$ cat config.mk
export PLATFORM = sky130hd
export DESIGN_NAME = hgbd_ram
export DESIGN_NICKNAME = d
export VERILOG_FILES = /design/src/hw/rtl/hgbd_ram.sv
export SDC_FILE = /design/constraint.sdc
export NUM_CORES = 2
export LEC_CHECK = 0
export BUFFER_PORTS_ARGS = -buffer_cell sky130_fd_sc_hd__buf_2
export CELL_PAD_IN_SITES_DETAIL_PLACEMENT = 1
export CELL_PAD_IN_SITES_GLOBAL_PLACEMENT = 1
export CORE_MARGIN = 2
export CORE_UTILIZATION = 50
export CTS_CLUSTER_SIZE = 14
export DETAILED_ROUTE_END_ITERATION = 12
export GPL_TIMING_DRIVEN = 0
export HOLD_SLACK_MARGIN = 0.06
export PLACE_DENSITY_LB_ADDON = 0.1
export SLEW_MARGIN = 30
export SYNTH_ARGS = -nofsm -noshare
export SYNTH_HDL_FRONTEND = slang
export SYNTH_SLANG_ARGS = --single-unit
$ cat constraint.sdc
create_clock -name clk -period 2.7 [get_ports clk]
set_input_delay 0.135 -clock clk [delete_from_list [all_inputs] [get_ports clk]]
set_output_delay 0.135 -clock clk [all_outputs]
set_load 0.1 [all_outputs]
$ cat src/hw/rtl/hgbd_ram.sv
module hgbd_ram #(
    parameter int Width = 8,
    parameter int Depth = 256
) (
    input  logic                     clk,
    input  logic                     we,
    input  logic [$clog2(Depth)-1:0] waddr,
    input  logic [Width-1:0]         wdata,
    input  logic [$clog2(Depth)-1:0] raddr,
    output logic [Width-1:0]         rdata
);

    logic [Width-1:0] mem [Depth];

    always_ff @(posedge clk)
    begin
        if (we)
        begin
            mem[waddr] <= wdata;
        end
        rdata <= mem[raddr];
    end

endmodule
* Word-level counts from Yosys, hierarchy flattened
Memories as Yosys holds them, arrays and structs flattened. A register that Yosys moved wholly into a read port is not among the register bits.
Cells that the tools add are included.
Widths: inputs -> output; s select.
** Storage, ports and cells
- Memories :: 1
- Output and inout bits :: 8
- Memory bits (writable) :: 2048
- Register bits after elaboration :: 0
** Memory list
- mem :: depth 256, width 8, rd ports 1, clocked after memory_dff 1, write ports 1, line 13 : logic [Width-1:0] mem [Depth];
** Operators by class
- Multiplexer cells :: 2
** Operators by type and width (number)
- $mux 1 :: 2

* Depth between registers and ports, before layout
- Depth in word-level cells :: 2
- Mapped depth :: 11

* Worst setup path after synthesis
OpenSTA, ideal clock, no wires.
- Kind :: input port to flip-flop
- From :: input port raddr[0]
- To :: register rdata[2] (read register of mem)
- Buffers on the path :: 4
- Library setup time :: 131 ps
- Data arrival time :: 1942 ps
- Cell stages on the path :: 9
- Required time :: 2569 ps
- Slack :: 627 ps
- Cell sequence :: buf_6 buf_12 buf_8 buf_2 mux4_2 a22oi_1 a21oi_1 nor4_1 nor4_2
** RTL lines
- start: declaration :: line 9 : input logic [$clog2(Depth)-1:0] raddr,
- end: declaration :: line 10 : output logic [Width-1:0] rdata

==> flow_summary.ini <==
[routing]
vias = 41900
post_drt_wl_per_cell_um = 40.7
drc = 0
antenna_left = 0
drtIter0Drc = 5752
dr.pass1.iters = 6
wl_um = 256000
viasPerCell = 6.67

[global_route]
track_usage_pct = 31.9
grt_pass1_wl_um = 351000
grt_pass1_vias = 42500
grt_antenna_before_repair = 25
grt_max_degree = 109
globalRoute.totalOverflow = 0

[worst_setup_path]
slowest_stage = nor3_1
worstSetupEndpointType = register
path_max_fanout = 10
max_stage_delay_ns = 0.62
crit_type = in2reg
critPathArrivalTime_ns = 3.53
critPathRequiredTime_ns = 3.39
crit_chain = buf_2 > buf_4 > nand2_1 > clkbuf_1 > o221ai_1 > a21oi_1 > nor3_1 > nor4_1 > nor4_4
cp-start-kind = input pin

[clock_tree]
clk-insertion-delay-late_ns = 0.85
cts_buffer_depth = 3
cts.reportedPaths.clkPinSlew_ns = 0.06
cts-root-buf = clkbuf_16
cts_sinks = 2056
cts_tree = yes
htree_num_levels = 4
numCtsBuffers = 206

[floorplan]
io_pins = 34
coreArea_um2 = 158000
die-area_um2 = 162000
row_count = 146
start_util_pct = 50.3
die_w_um = 403
die_h_um = 403

[place]
dp_hpwl_um = 175000
dp_slack_ns = -1.99
placed_area_um2 = 83700
dp.cells = 5877
port_buffers = 26
gp_congestion = 0.897

[timing]
fin_skew_ns = 0.0239
setup_tns_ns = -1.14
worst_pin_slew_ns = 1.08
max_freq_ghz = 0.353
holdWs_ns = 0.0824
fin_crit_sh_pct = 105
setup_viol = 40
fin_crit_ns = 2.84
drv_slew = 0
hold_viol = 0
rsz0062_at_grt = yes
fin_ws_ns = -0.137
timing.slew.headroom_pct = 27.7

[run_status]
status = finished with violations
violations = setup timing

[layout]
ff_latch_area_um2 = 61700
drive_gt1_share_pct = 26.3
multi_input_area_um2 = 17000
final_cells = 6285
fill_cells = 13300
final_area_um2 = 90900
utilization_pct = 57.5
syn_to_final_growth_pct = 14.3
nets = 4047

[hold_path]
hp-class = in2reg

[power]
ir_drop_v = 0.000618
p_per_area_nw_per_um2 = 748
leakage_nw = 28.2
p_total_mw = 68.0

[yosys]
synth_edf_count = 2048
synth_nets = 3759
synth_flop_cell = edfxtp_1
synth_area_um2 = 79600
synthArstFlopShare_pct = 0
seq_area_frac_synth_pct = 77.5
synth_seq_cells = 2056
avgSynthCellArea_um2 = 21.3
yosysWarnings = 0
ys_types = 55
synthCells = 3733

[run]
maxCapViolCount = 0
==> report_power, final <==
group          switching, mW  internal [mW]  total [mW]
sequential            0.0247           35.2        35.2
combinational           2.94           1.27        4.21
clock                   12.4           16.1        28.6
total                   15.4           52.6        68.0
==> cell type report <==
type,count,share of cell area [%]
sequential,2056,67.8
timing repair buffer,82,1.59
tap,2072,2.85
clock buffer,257,5.95
buffer,231,1.72
antenna,11,0.0303
clock inverter,132,1.35
multi-input combinational,1442,18.7
inverter,2,0.00963
==> cells in the mapped netlist, drive strengths merged (2+ instances only) <==
library cell  instances  area share, %
edfxtp             2048             77
mux4                456             13
nor2                282            1.3
mux2i               134            1.7
a22oi               133            1.3
buf                 122            1.3
clkbuf              111           0.52
a21oi                96           0.60
o221ai               47           0.53
nand3                34           0.21
nand2                33           0.16
nor2b                31           0.24
o22ai                28           0.22
nor4                 27           0.24
nor3                 22           0.14
a211oi               16           0.15
a221oi               14           0.16
o21ai                12          0.075
nand4                10          0.079
o211ai               10          0.094
a22o                  8          0.088
dfxtp                 8           0.20
nand2b                8          0.063
and2                  6          0.047
a2111oi               5          0.066
o22a                  5          0.055
o32ai                 5          0.064
or2                   4          0.031
a311oi                2          0.022
a31oi                 2          0.016
and3b                 2          0.022
nand3b                2          0.019
==> flip-flops by register name (all words and copies together) (netlist names) <==
name and flops:
rdata 8, mem 2048
==> worst max-delay path: cells and delay by family <==
| family | cells | cell delay (ns) |
|---|---|---|
| simple gates | 4 | 1.54 |
| buf+inv | 3 | 1.07 |
| compound gates | 2 | 0.74 |
==> layout by cell type (no fill, tap or decap), types with 36 or more instances in the layout <==
master	n
edfxtp_1	2048
mux2i_1	134
clkbuf_2	58
a22oi_1	133
mux4_2	454
buf_2	61
buf_16	40
buf_4	36
nor2_2	50
o221ai_1	44
clkbuf_16	209
clkbuf_1	96
nor2_1	232
a21oi_1	91
clkinv_1	51
clkinv_2	38
==> metal layers <==
layer  global-route usage, %  vias to the layer above  part of all wire, %
met4                    12.8                       18                  4.3
li1                        -                    16300                    -
met3                    6.53                      486                  9.8
met1                    44.6                    22600                   39
met5                       0                        -                0.046
met2                    49.5                     2471                   47
==> kinds of logic (layout without fill, tap and decap cells) <==
family,Yosys count,count (layout),share of synthesized area [%]
DFF,2056,2056,77.5
muxes,591,591,14.6
and+or+nand+nor,466,466,2.63
AOI/OAI and AO/OA,385,385,3.42
buffers and inverters,235,704,1.83
other,0,11,0
==> worst paths after layout <==
check                  startpoint               endpoint  slack (ns)  cells past startpoint
min                      waddr[6]  mem[193][2]$_DFFE_PP_        0.08                      3
max                      raddr[2]       rdata[7]$_DFF_P_       -0.14                      9
min reg2reg  mem[40][3]$_DFFE_PP_       rdata[3]$_DFF_P_        1.28                      6
max reg2reg  mem[24][3]$_DFFE_PP_       rdata[3]$_DFF_P_       -0.03                      6
==> timing repair <==
item | in CTS | in global routing
hold buffers | 8 | 0
endpoints found under the setup margin | 8 | 87
resized for setup | 76 | 36
pin swaps | 1 | 1
setup buffers | 2 | 0
endpoints found under the hold margin | 830 | 0
Power figures use the tool's default switching activity.
